==> config.mk <==
export PLATFORM = sky130hd
export DESIGN_NAME = sha1_message_digest_unit
export DESIGN_NICKNAME = d
export VERILOG_FILES = /design/src/sv/sha1md_pkg.sv /design/src/sv/sha1_message_digest_unit.sv
export SDC_FILE = /design/constraint.sdc
export NUM_CORES = 2
export LEC_CHECK = 0
export BUFFER_PORTS_ARGS = -buffer_cell sky130_fd_sc_hd__buf_2
export CORE_MARGIN = 5
export CORE_UTILIZATION = 43
export DETAILED_ROUTE_END_ITERATION = 10
export GPL_ROUTABILITY_DRIVEN = 1
export GPL_TIMING_DRIVEN = 0
export PLACE_DENSITY_LB_ADDON = 0.1
export SYNTH_ARGS = -nofsm -noshare
export SYNTH_HDL_FRONTEND = slang
export SYNTH_SLANG_ARGS = --single-unit
==> constraint.sdc <==
create_clock -name clk -period 24.8 [get_ports clk]
set_clock_uncertainty 0.05 [all_clocks]
set_input_delay 4.96 -clock clk [delete_from_list [all_inputs] [get_ports clk]]
set_output_delay 4.96 -clock clk [all_outputs]
set_load 0.03 [all_outputs]
==> src/sv/sha1md_pkg.sv <==
package sha1md_pkg;

  typedef struct packed {
    logic [7:0] data_byte;
    logic       has_byte;
    logic       end_of_message;
  } in_item_t;

  typedef struct packed {
    logic [31:0] digest_word;
    logic [2:0]  word_index;
    logic        last_word;
  } out_item_t;

  localparam logic [7:0] PAD_MARK = 8'h80;

  localparam logic [1:0] GRP_CH  = 2'd0;
  localparam logic [1:0] GRP_PAR = 2'd1;
  localparam logic [1:0] GRP_MAJ = 2'd2;
  localparam logic [1:0] GRP_LST = 2'd3;

  function automatic logic [31:0] h_init(input logic [2:0] idx);
    logic [31:0] v;
    unique case (idx)
      3'd0:    v = 32'h67452301;
      3'd1:    v = 32'hEFCDAB89;
      3'd2:    v = 32'h98BADCFE;
      3'd3:    v = 32'h10325476;
      default: v = 32'hC3D2E1F0;
    endcase
    return v;
  endfunction

  function automatic logic [31:0] round_k(input logic [1:0] grp);
    logic [31:0] v;
    unique case (grp)
      GRP_CH:  v = 32'h5A827999;
      GRP_PAR: v = 32'h6ED9EBA1;
      GRP_MAJ: v = 32'h8F1BBCDC;
      default: v = 32'hCA62C1D6;
    endcase
    return v;
  endfunction

  function automatic logic [31:0] round_f(input logic [1:0] grp, input logic [31:0] b,
                                          input logic [31:0] c, input logic [31:0] d);
    logic [31:0] v;
    unique case (grp)
      GRP_CH:  v = (b & c) | (~b & d);
      GRP_MAJ: v = (b & c) | (b & d) | (c & d);
      default: v = b ^ c ^ d;
    endcase
    return v;
  endfunction

endpackage

==> src/sv/sha1_message_digest_unit.sv <==
// SHA-1 digest engine taking one message byte per item. While idle (busy low) a byte is
// taken every cycle and packed big-endian into a 16-word block memory. The 64th byte of a
// block starts a compression that holds busy while it reads the chaining memory into
// a..e, runs 80 rounds at one round per cycle, and does a read-add-write pass on the
// chaining memory. An item with end_of_message set then feeds padding bytes one per cycle
// outside the compressions (9 to 72 of them), running one or two further compressions, and
// reads the digest back: H0..H4 appear on out_item on consecutive cycles, each marked by
// out_valid for one cycle only, last_word on H4.
// There is no back-pressure on the result side, so the receiver must take every word as
// it appears. Afterwards the chaining words, bit count and block fill are back at their
// start values.
module sha1_message_digest_unit
  import sha1md_pkg::*;
(
  input  logic      clk,
  input  logic      rst_n,
  input  logic      start,
  output logic      busy,
  input  in_item_t  in_item,
  output logic      out_valid,
  output out_item_t out_item
);

  typedef enum logic [2:0] {ST_IDLE, ST_LOADH, ST_ROUND, ST_ADDH, ST_PAD, ST_OUT} state_t;
  typedef enum logic [1:0] {PH_MARK, PH_ZERO, PH_LEN} pad_ph_t;

  state_t      state_r;
  pad_ph_t     ph_r;
  logic [5:0]  pos_r;
  logic [63:0] bits_r;
  logic [6:0]  cnt_r;
  logic [2:0]  len_ix_r;
  logic        pad_act_r;
  logic        fin_r;
  logic [4:0]  hv_r;
  logic        out_valid_r;
  out_item_t   out_item_r;

  logic [23:0] acc_r;
  logic [31:0] a_r, b_r, c_r, d_r, e_r;
  logic [31:0] win_r [16];

  logic [31:0] blk_mem [16];
  logic [31:0] blk_q_r;
  logic [31:0] ch_mem [5];
  logic [31:0] ch_q_r;
  logic [2:0]  ch_ix_r;
  logic        ch_hv_r;

  logic        accept;
  logic        put_en;
  logic [7:0]  put_b;
  logic        blk_fill;
  logic [3:0]  blk_ra;
  logic [2:0]  ch_ra;
  logic [2:0]  ch_wa;
  logic        ch_we;
  logic [31:0] ch_rd;
  logic [1:0]  grp;
  logic [31:0] wt;
  logic [31:0] tmp;

  assign busy      = (state_r != ST_IDLE);
  assign accept    = start && !busy;
  assign out_valid = out_valid_r;
  assign out_item  = out_item_r;

  // byte insertion path, shared by message bytes and padding
  always_comb begin
    put_en = 1'b0;
    put_b  = '0;
    if (accept && in_item.has_byte) begin
      put_en = 1'b1;
      put_b  = in_item.data_byte;
    end else if (state_r == ST_PAD) begin
      put_en = 1'b1;
      unique case (ph_r)
        PH_MARK: put_b = PAD_MARK;
        PH_ZERO: put_b = '0;
        PH_LEN:  put_b = bits_r[{len_ix_r, 3'b000} +: 8];
        default: put_b = '0;
      endcase
    end
  end

  assign blk_fill = put_en && (pos_r == 6'd63);

  // block memory: one word written per four bytes, read in order during rounds 0..15
  assign blk_ra = (state_r == ST_ROUND) ? (cnt_r[3:0] + 4'd1) : 4'd0;

  always_ff @(posedge clk) begin
    if (put_en && (pos_r[1:0] == 2'b11)) begin
      blk_mem[pos_r[5:2]] <= {acc_r, put_b};
    end
    blk_q_r <= blk_mem[blk_ra];
  end

  // chaining memory; an entry never written since the last digest reads as its IV
  assign ch_ra = (cnt_r < 7'd5) ? cnt_r[2:0] : 3'd0;
  assign ch_wa = cnt_r[2:0] - 3'd1;
  assign ch_we = (state_r == ST_ADDH) && (cnt_r != 7'd0);
  assign ch_rd = ch_hv_r ? ch_q_r : h_init(ch_ix_r);

  always_ff @(posedge clk) begin
    if (ch_we) begin
      ch_mem[ch_wa] <= ch_rd + a_r;
    end
    ch_q_r  <= ch_mem[ch_ra];
    ch_ix_r <= ch_ra;
    ch_hv_r <= hv_r[ch_ra];
  end

  // one SHA-1 round
  always_comb begin
    if (cnt_r < 7'd20) begin
      grp = GRP_CH;
    end else if (cnt_r < 7'd40) begin
      grp = GRP_PAR;
    end else if (cnt_r < 7'd60) begin
      grp = GRP_MAJ;
    end else begin
      grp = GRP_LST;
    end
    if (cnt_r < 7'd16) begin
      wt = blk_q_r;
    end else begin
      wt = win_r[13] ^ win_r[8] ^ win_r[2] ^ win_r[0];
      wt = {wt[30:0], wt[31]};
    end
    tmp = {a_r[26:0], a_r[31:27]} + round_f(grp, b_r, c_r, d_r) + e_r + wt + round_k(grp);
  end

  always_ff @(posedge clk) begin
    if (!rst_n) begin
      state_r     <= ST_IDLE;
      ph_r        <= PH_MARK;
      pos_r       <= '0;
      bits_r      <= '0;
      cnt_r       <= '0;
      len_ix_r    <= 3'd7;
      pad_act_r   <= 1'b0;
      fin_r       <= 1'b0;
      hv_r        <= '0;
      out_valid_r <= 1'b0;
    end else begin
      out_valid_r <= (state_r == ST_OUT) && (cnt_r != 7'd0);
      if (put_en) begin
        pos_r <= pos_r + 6'd1;
      end
      unique case (state_r)
        ST_IDLE: begin
          if (accept) begin
            if (in_item.has_byte) begin
              bits_r <= bits_r + 64'd8;
            end
            if (in_item.end_of_message) begin
              pad_act_r <= 1'b1;
              ph_r      <= PH_MARK;
              len_ix_r  <= 3'd7;
            end
            if (blk_fill) begin
              state_r <= ST_LOADH;
              cnt_r   <= '0;
            end else if (in_item.end_of_message) begin
              state_r <= ST_PAD;
            end
          end
        end
        ST_PAD: begin
          unique case (ph_r)
            PH_MARK: ph_r <= (pos_r == 6'd55) ? PH_LEN : PH_ZERO;
            PH_ZERO: if (pos_r == 6'd55) begin
              ph_r <= PH_LEN;
            end
            PH_LEN: begin
              len_ix_r <= len_ix_r - 3'd1;
              if (len_ix_r == 3'd0) begin
                fin_r <= 1'b1;
              end
            end
            default: ph_r <= PH_MARK;
          endcase
          if (blk_fill) begin
            state_r <= ST_LOADH;
            cnt_r   <= '0;
          end
        end
        ST_LOADH: begin
          if (cnt_r == 7'd5) begin
            state_r <= ST_ROUND;
            cnt_r   <= '0;
          end else begin
            cnt_r <= cnt_r + 7'd1;
          end
        end
        ST_ROUND: begin
          if (cnt_r == 7'd79) begin
            state_r <= ST_ADDH;
            cnt_r   <= '0;
          end else begin
            cnt_r <= cnt_r + 7'd1;
          end
        end
        ST_ADDH: begin
          if (cnt_r != 7'd0) begin
            hv_r[ch_wa] <= 1'b1;
          end
          if (cnt_r == 7'd5) begin
            cnt_r <= '0;
            if (fin_r) begin
              state_r <= ST_OUT;
            end else if (pad_act_r) begin
              state_r <= ST_PAD;
            end else begin
              state_r <= ST_IDLE;
            end
          end else begin
            cnt_r <= cnt_r + 7'd1;
          end
        end
        ST_OUT: begin
          if (cnt_r == 7'd5) begin
            // drop the chain back to the IVs for the next message
            state_r   <= ST_IDLE;
            cnt_r     <= '0;
            hv_r      <= '0;
            bits_r    <= '0;
            pad_act_r <= 1'b0;
            fin_r     <= 1'b0;
          end else begin
            cnt_r <= cnt_r + 7'd1;
          end
        end
        default: state_r <= ST_IDLE;
      endcase
    end
  end

  always_ff @(posedge clk) begin
    if (put_en) begin
      acc_r <= {acc_r[15:0], put_b};
    end
    unique case (state_r)
      ST_LOADH: if (cnt_r != 7'd0) begin
        a_r <= b_r;
        b_r <= c_r;
        c_r <= d_r;
        d_r <= e_r;
        e_r <= ch_rd;
      end
      ST_ROUND: begin
        e_r <= d_r;
        d_r <= c_r;
        c_r <= {b_r[1:0], b_r[31:2]};
        b_r <= a_r;
        a_r <= tmp;
        for (int i = 0; i < 15; i++) begin
          win_r[i] <= win_r[i+1];
        end
        win_r[15] <= wt;
      end
      ST_ADDH: if (cnt_r != 7'd0) begin
        a_r <= b_r;
        b_r <= c_r;
        c_r <= d_r;
        d_r <= e_r;
      end
      ST_OUT: if (cnt_r != 7'd0) begin
        out_item_r.digest_word <= ch_rd;
        out_item_r.word_index  <= cnt_r[2:0] - 3'd1;
        out_item_r.last_word   <= (cnt_r == 7'd5);
      end
      default: ;
    endcase
  end

  a_words_run: assert property (@(posedge clk) disable iff (!rst_n)
    out_valid && !out_item.last_word |=> out_valid)
    else $error("digest words not on consecutive cycles");

  a_last_idx: assert property (@(posedge clk) disable iff (!rst_n)
    out_valid |-> (out_item.last_word == (out_item.word_index == 3'd4)))
    else $error("last_word does not match word_index");

  a_fill_comp: assert property (@(posedge clk) disable iff (!rst_n)
    blk_fill |=> (state_r == ST_LOADH))
    else $error("full block did not start a compression");

  a_round_end: assert property (@(posedge clk) disable iff (!rst_n)
    (state_r == ST_ROUND) && (cnt_r == 7'd79) |=> (state_r == ST_ADDH))
    else $error("round 79 not followed by chain update");

  a_out_ready: assert property (@(posedge clk) disable iff (!rst_n)
    (state_r == ST_OUT) |-> (fin_r && (pos_r == 6'd0)))
    else $error("digest read before padding finished");

endmodule
# Yosys cells after proc, flatten, opt, wreduce, memory -nomap -nowiden
# Memories as Yosys holds them, arrays and structs flattened. A register that Yosys moved wholly into a read port is not among the register bits.
# Cells that the tools add are included.
# totals
word_cells	201
ram_bits	1184
ff_bits	317
out_inout_bits	38
input_bits	13
memories	3
# classes
n_shift	1
n_mux	75
reduce_logical	35
n_eq_ne	33
bitwise	14
n_lt_le_gt_ge	8
addsub	11
# mem_list
name	depth	width	rd	rd_ports_with_merged_regs	wr	line	rtl
blk_mem	16	32	1	1	1	sha1_message_digest_unit.sv:43	logic [31:0] blk_mem [16];
win_r	16	32	16	0	16	sha1_message_digest_unit.sv:41	logic [31:0] win_r [16];
ch_mem	5	32	1	1	1	sha1_message_digest_unit.sv:45	logic [31:0] ch_mem [5];
# op_table
cell	count
$pmux W32 S2	6
$mux W32	7
$mux W64	3
$add A32 B32 Y32	5
$xor A32 B32 Y32	5
$and A32 B32 Y32	4
$pmux W32 S4	1
$pmux W64 S2	1
$or A32 B32 Y32	3
$pmux W32 S3	1
$add A64 B4 Y64 const B	1
$shiftx A64 B7 Y8	1
$mux W3	14
$not A32 Y32	1
$mux W7	4
$pmux W7 S4	1
$pmux W3 S6	1
$mux W1	16
$mux W8	2
$pmux W8 S2	1
$reduce_and A4 Y1	4
$lt A7 B5 Y1 const B	2
$lt A7 B6 Y1 const B	2
$ne A2 B1 Y1 const B	7
other kinds (42)	84

# Longest topological paths before layout
# logic_depth
ltp_word	11
depth_mapped	27
ltp_nobuf	23

# Worst setup path before layout
# Ideal clock, no wire load.
# synth_timing
path_type	register -> register
from	reg state_r[0]
to	reg blk_q_r[11], read port of blk_mem
path_buffers	3
setup_ps	132
required_time_ps	24618
path_slack_ps	10951
synth_period_minus_slack_ps	13849
arrival_ps	13667
path_stages_with_launch	12
path_cell_list	dfxtp_1 > clkbuf_1 > nor2_1 > nand2_1 > inv_1 > nand2_1 > clkbuf_1 > buf_1 > nand2_1 > nand3_1 > a31oi_1 > a21oi_1
# synth_via
elab_chain_len	2
# synth_rtl
item	line	rtl
from (decl)	sha1_message_digest_unit.sv:27	state_t state_r;
from (signal assigned)	sha1_message_digest_unit.sv:135	state_r <= ST_IDLE;
from (signal assigned)	sha1_message_digest_unit.sv:162	state_r <= ST_LOADH;
from (signal assigned)	sha1_message_digest_unit.sv:165	state_r <= ST_PAD;
$eq A3 B2 Y1	sha1_message_digest_unit.sv:89	assign blk_ra = (state_r == ST_ROUND) ? (cnt_r[3:0] + 4'd1) : 4'd0;
$mux W4	sha1_message_digest_unit.sv:89	
to (decl)	sha1_message_digest_unit.sv:44	logic [31:0] blk_q_r;
# No other way between the ends.
# A chain may end at the register's enable or synchronous reset.

# Final worst setup path
# layout_timing
from	reg cnt_r[3]
to	reg a_r[23], data pin
# layout_via
elab_chain_len	11
elab_cells_between_ends	18
cone_classes	add/sub (4); order compare (4); eq/ne (2); mux (7); reduce/logical (1)
# layout_rtl
item	line	rtl
from (decl)	sha1_message_digest_unit.sv:31	logic [6:0] cnt_r;
from (signal assigned)	sha1_message_digest_unit.sv:193	cnt_r <= cnt_r + 7'd1;
from (signal assigned)	sha1_message_digest_unit.sv:201	cnt_r <= cnt_r + 7'd1;
from (signal assigned)	sha1_message_digest_unit.sv:218	cnt_r <= cnt_r + 7'd1;
$lt A7 B6 Y1	sha1_message_digest_unit.sv:119	end else if (cnt_r < 7'd60) begin
$mux W1	sha1_message_digest_unit.sv:119	
$mux W2	sha1_message_digest_unit.sv:117	end else if (cnt_r < 7'd40) begin
$mux W2	sha1_message_digest_unit.sv:115	if (cnt_r < 7'd20) begin
$eq A2 B2 Y1 / $logic_not A2 Y1 (equally long branches)	sha1md_pkg.sv:36, sha1md_pkg.sv:48	
$pmux W32 S2	sha1md_pkg.sv:48	unique case (grp)
$add A32 B32 Y32 (3 in a row)	sha1_message_digest_unit.sv:130	tmp = {a_r[26:0], a_r[31:27]} + round_f(grp, b_r, c_r, d_r) + e_r + wt + round_k(grp);
$add A32 B32 Y32 *	sha1_message_digest_unit.sv:130	
$pmux W32 S2 *	sha1_message_digest_unit.sv:243	unique case (state_r)
to (signal assigned)	sha1_message_digest_unit.sv:245	a_r <= b_r;
to (signal assigned)	sha1_message_digest_unit.sv:256	a_r <= tmp;
to (signal assigned)	sha1_message_digest_unit.sv:263	a_r <= b_r;
to (decl)	sha1_message_digest_unit.sv:40	logic [31:0] a_r, b_r, c_r, d_r, e_r;
# Mark *: on every way between the ends. The rest lies on a longest branch, timed or not.

==> metrics.md <==
| Metric | Value |
|---|---|
| Synth Flop Type | `edfxtp_1` |
| Die H | `398.6 um` |
| Commonest cells post-synth | `edfxtp_1 (1404), nand2_1 (627), inv_1 (354)` |
| CP max stage delay | `1.03 ns` |
| Slew HR | `-5.056%` |
| Multi-input gate area | `0.01768 sq mm` |
| Clock transition at the registers of the reported paths | `0.06 ns` |
| Area growth, synth to finish | `14.22%` |
| CP max FO | `13` |
| Startpoint types | `flip-flop` |
| Worst-case clock buffer depth | `3` |
| CP Data Required Time | `between 20 and 30 ns` |
| Area share of the largest cell type after synthesis | `64.93%` |
| Yosys warnings | `0` |
| First-pass GRT wire length | `253.9 mm` |
| Clock sink count | `1562` |
| Total Wirelength | `between 150 and 200 mm` |
| Peak supply drop | `0.00006828 V` |
| Met1 usage | `32.23%` |
| Layout cells sized above 1 | `9.135%` |
| Multiplexer share of the synthesized area | `1.705%` |
| Met2 usage | `between 30% and 40%` |
| Max-capacitance violation count | `1` |
| Final #Nets | `5203` |
| Syn nets | `just under 5000` |
| Synth Area in Compound Gates | `under 10%` |
| Outcome | `finished with violations` |
| DRC errors left | `0` |
| Synth Area in XOR/XNOR | `~2.9%` |
| TritonCTS clock tree | `yes` |
| Htree depth | `4` |
| Synth Area in Adders | `5.326%` |
| GR Util met3 | `3.423%` |
| Unrepaired setup endpoints after global routing | `false` |
| Pwr/cell area | `74.04 mW/mm^2` |
| Row count | `142` |
| Pre-antenna DRT Iters | `6` |
| Initial antenna violation count | `10` |
| Sequential area share after synthesis | `69.80%` |
| Mean post-synth cell area | `about 14 sq um` |
| Top Ports | `51` |
| Clk_lat worst skew | `0.79 ns` |
| Period minus WS final | `9.010 ns` |
| CORE AREA | `0.1500 sq mm` |
| Synth top area cells | `edfxtp_1 (65%), dfxtp_1 (4.9%), fa_1 (3.7%), nand2_1 (3.6%), xnor2_1 (2.2%)` |
| Initial DRC count | `3647` |
| Total negative slack | `0 ns` |
| Vias in the first global route | `approximately 38000` |
| Fin. max-slew vios | `6` |
| DIE WIDTH | `between 300 and 400 um` |
| Initial Util | `43.30%` |
| Dominant cell type by area after synthesis | `edfxtp_1` |
| Busiest layer in global routing | `met2` |
| Crit path capture type | `flip-flop` |
| Tcrit/Tclk final | `roughly 36%` |
| Placed standard-cell area | `0.06881 sq mm` |
| Via-per-instance ratio | `5.439` |
| Syn Inst Count | `approximately 4700` |
| Fin. Hold Viols | `0` |
| HPWL after DPL | `121.1 mm` |
| Layout filler cell count | `13110` |
| Distinct cells, synth | `70` |
| All-Layer GR Usage | `a little over a fifth` |
| Simple-gate portion of the synthesized area | `8.105%` |
| Seq. cell area | `roughly 0.045 sq mm` |
| Gpl congestion | `0.8685` |
| Setup bufs post-CTS | `0` |
| Fmax | `111.0 MHz` |
| Hold Buf Count CTS | `0` |
| Crit-path leading delay family | `compound AO/OA/AOI/OAI gates` |
| Synth async-reset ratio | `0%` |
| Critical path class | `reg -> reg` |
| Most frequent cell after synthesis | `edfxtp_1` |
| Cts repair resizes | `0` |
| # port buffers | `50` |
| Largest family of logic cells by synthesized area | `compound AO/OA/AOI/OAI gates` |
| Hold WC Path Type | `reg -> reg` |
| Violated checks | `capacitance limit, slew limit` |
| Crit-path cells | `buf_1, o311ai_0, clkbuf_1, clkbuf_1, inv_1, ha_1, clkbuf_1, a221oi_1, a21o_1, fa_1, inv_1, fa_1, ha_1, inv_1, fa_1, nor2b_1, o21ai_0, o21ai_1, a221oi_1, o21ai_1, a221o_1, a311oi_1, xor2_1, o21ai_0` |
| Number of flops mapped to enable cells by yosys | `about 1400` |
| Grt ovf | `0` |
| Synth Cell Area | `0.06493 sq mm` |
| TritonCTS Buffers | `166` |
| Worst slew pin tran | `1.564 ns` |
| Crit path buf inv count | `7` |
| Antenna viol nets, final | `0` |
| Design Area, Final | `0.07416 sq mm` |
| Internal reg-to-reg setup slack | `15.79 ns` |
| Largest net degree at the start of global routing | `143` |
| Vias | `38840` |
| Slowest-stage cell, CP | `o311ai_0` |
| Average wire per standard cell | `24.19 um` |
| Worst Path Arrival | `approximately 9.5 ns` |
| Full die area | `0.1589 sq mm` |
| Setup violations, final | `0` |
| Leakage power | `25.81 nW` |
| #FFs+latches synth | `1562` |
| Clock root cell | `clkbuf_16` |
[metal layers]
layer | share of wire [%] | wire (um)
met2 | 45 | 78500
met3 | 6.1 | 10480
met1 | 46 | 80140
met5 | 0 | 0
met4 | 2.1 | 3593
[path summary, 6_finish.rpt]
check                         startpoint                     end  cells after the start
setup / recovery   cnt_r[3]$_SDFFE_PN0P_       a_r[23]$_DFFE_PP_                     24
hold reg to reg   win_r[1][42]$_DFFE_PP_  win_r[1][10]$_DFFE_PP_                      0
hold / removal    win_r[1][42]$_DFFE_PP_  win_r[1][10]$_DFFE_PP_                      0
setup reg to reg   cnt_r[3]$_SDFFE_PN0P_       a_r[23]$_DFFE_PP_                     24
[registers in the layout (all words and copies together), names as in the netlist, 36 cells and up]
name,count
blk_mem,512
ch_mem,160
out_item,36
win_r,512
bits_r,61
[worst register-to-register path, delay by kind of cell, from the launching register on]
family	cells	cell delay [ns]
flops	1	0.34
fa+ha+maj	5	1.67
buf+inv	7	2.55
compound gates	10	3.86
xor+xnor	1	0.21
simple gates	1	0.05
[cell families (layout without fill, tap and decap cells)]
| logic type | after synthesis | count (layout) |
|---|---|---|
| compound gates | 909 | 909 |
| xor+xnor | 216 | 216 |
| fa+ha+maj | 204 | 204 |
| buf+inv | 572 | 981 |
| flops | 1562 | 1562 |
| mux | 86 | 86 |
| other cells | 0 | 1 |
| simple gates | 1165 | 1165 |
[where the power goes]
part / switching (mW) / leakage, nW / internal (mW) / total, mW
Combinational: 0.103 / 9.23 / 0.0428 / 0.146
Clock: 1.04 / 2.60 / 1.40 / 2.44
Sequential: 0.0271 / 14.0 / 2.88 / 2.90
Total: 1.17 / 25.8 / 4.32 / 5.49
[stage by stage]
stage | std cells | hold slack, ns | utilization [%] | total power, mW | worst slack, ns
6_report | 7140 | 0.3578 | 49.46 | 5.491 | 15.79
2_1_floorplan | 4714 | 0.3503 | - | 3.033 | 10.95
4_1_cts | 7139 | 0.3612 | 49.46 | 5.543 | 15.87
3_3_place_gp | 6780 | 0.3502 | 45.15 | 3.101 | 3.382
3_5_place_dp | 6835 | 0.3545 | 45.89 | 3.106 | 15.90
5_1_grt | 7139 | 0.3639 | 49.46 | 5.665 | 15.48
[area by class of cell]
type,count,share of cell area (%)
buffer,216,1.107
tap,2016,3.401
timing repair buffer,105,1.513
inverter,356,1.812
multi-input combinational,2580,23.84
clock inverter,71,0.9768
clock buffer,233,6.232
antenna,1,0.003374
sequential,1562,61.11
[cells in the final DEF, fill, tap and decap left out, types with 28 or more instances in the layout]
| cell type | synthesis | final |
|---|---|---|
| edfxtp_1 | 1404 | 1404 |
| o21ai_0 | 276 | 271 |
| inv_1 | 354 | 353 |
| nor2b_1 | 85 | 84 |
| clkbuf_16 | 0 | 171 |
| clkbuf_1 | 185 | 236 |
| nand2_1 | 627 | 626 |
| a21oi_1 | 201 | 200 |
| dfxtp_1 | 158 | 158 |
| or3_1 | 44 | 44 |
| ha_1 | 82 | 82 |
| fa_1 | 121 | 121 |
| a31oi_1 | 62 | 62 |
| a311oi_1 | 51 | 51 |
| buf_1 | 28 | 28 |
| o221ai_1 | 30 | 30 |
| a221oi_1 | 35 | 35 |
| xnor2_1 | 161 | 161 |
| buf_2 | 2 | 53 |
| nand3_1 | 127 | 127 |
| a21o_1 | 60 | 60 |
| a211oi_1 | 92 | 92 |
| o211ai_1 | 35 | 35 |
| mux2_2 | 67 | 67 |
| nor2_1 | 149 | 136 |
| xor2_1 | 55 | 55 |
No activity file was read; power rests on OpenSTA's default activity.
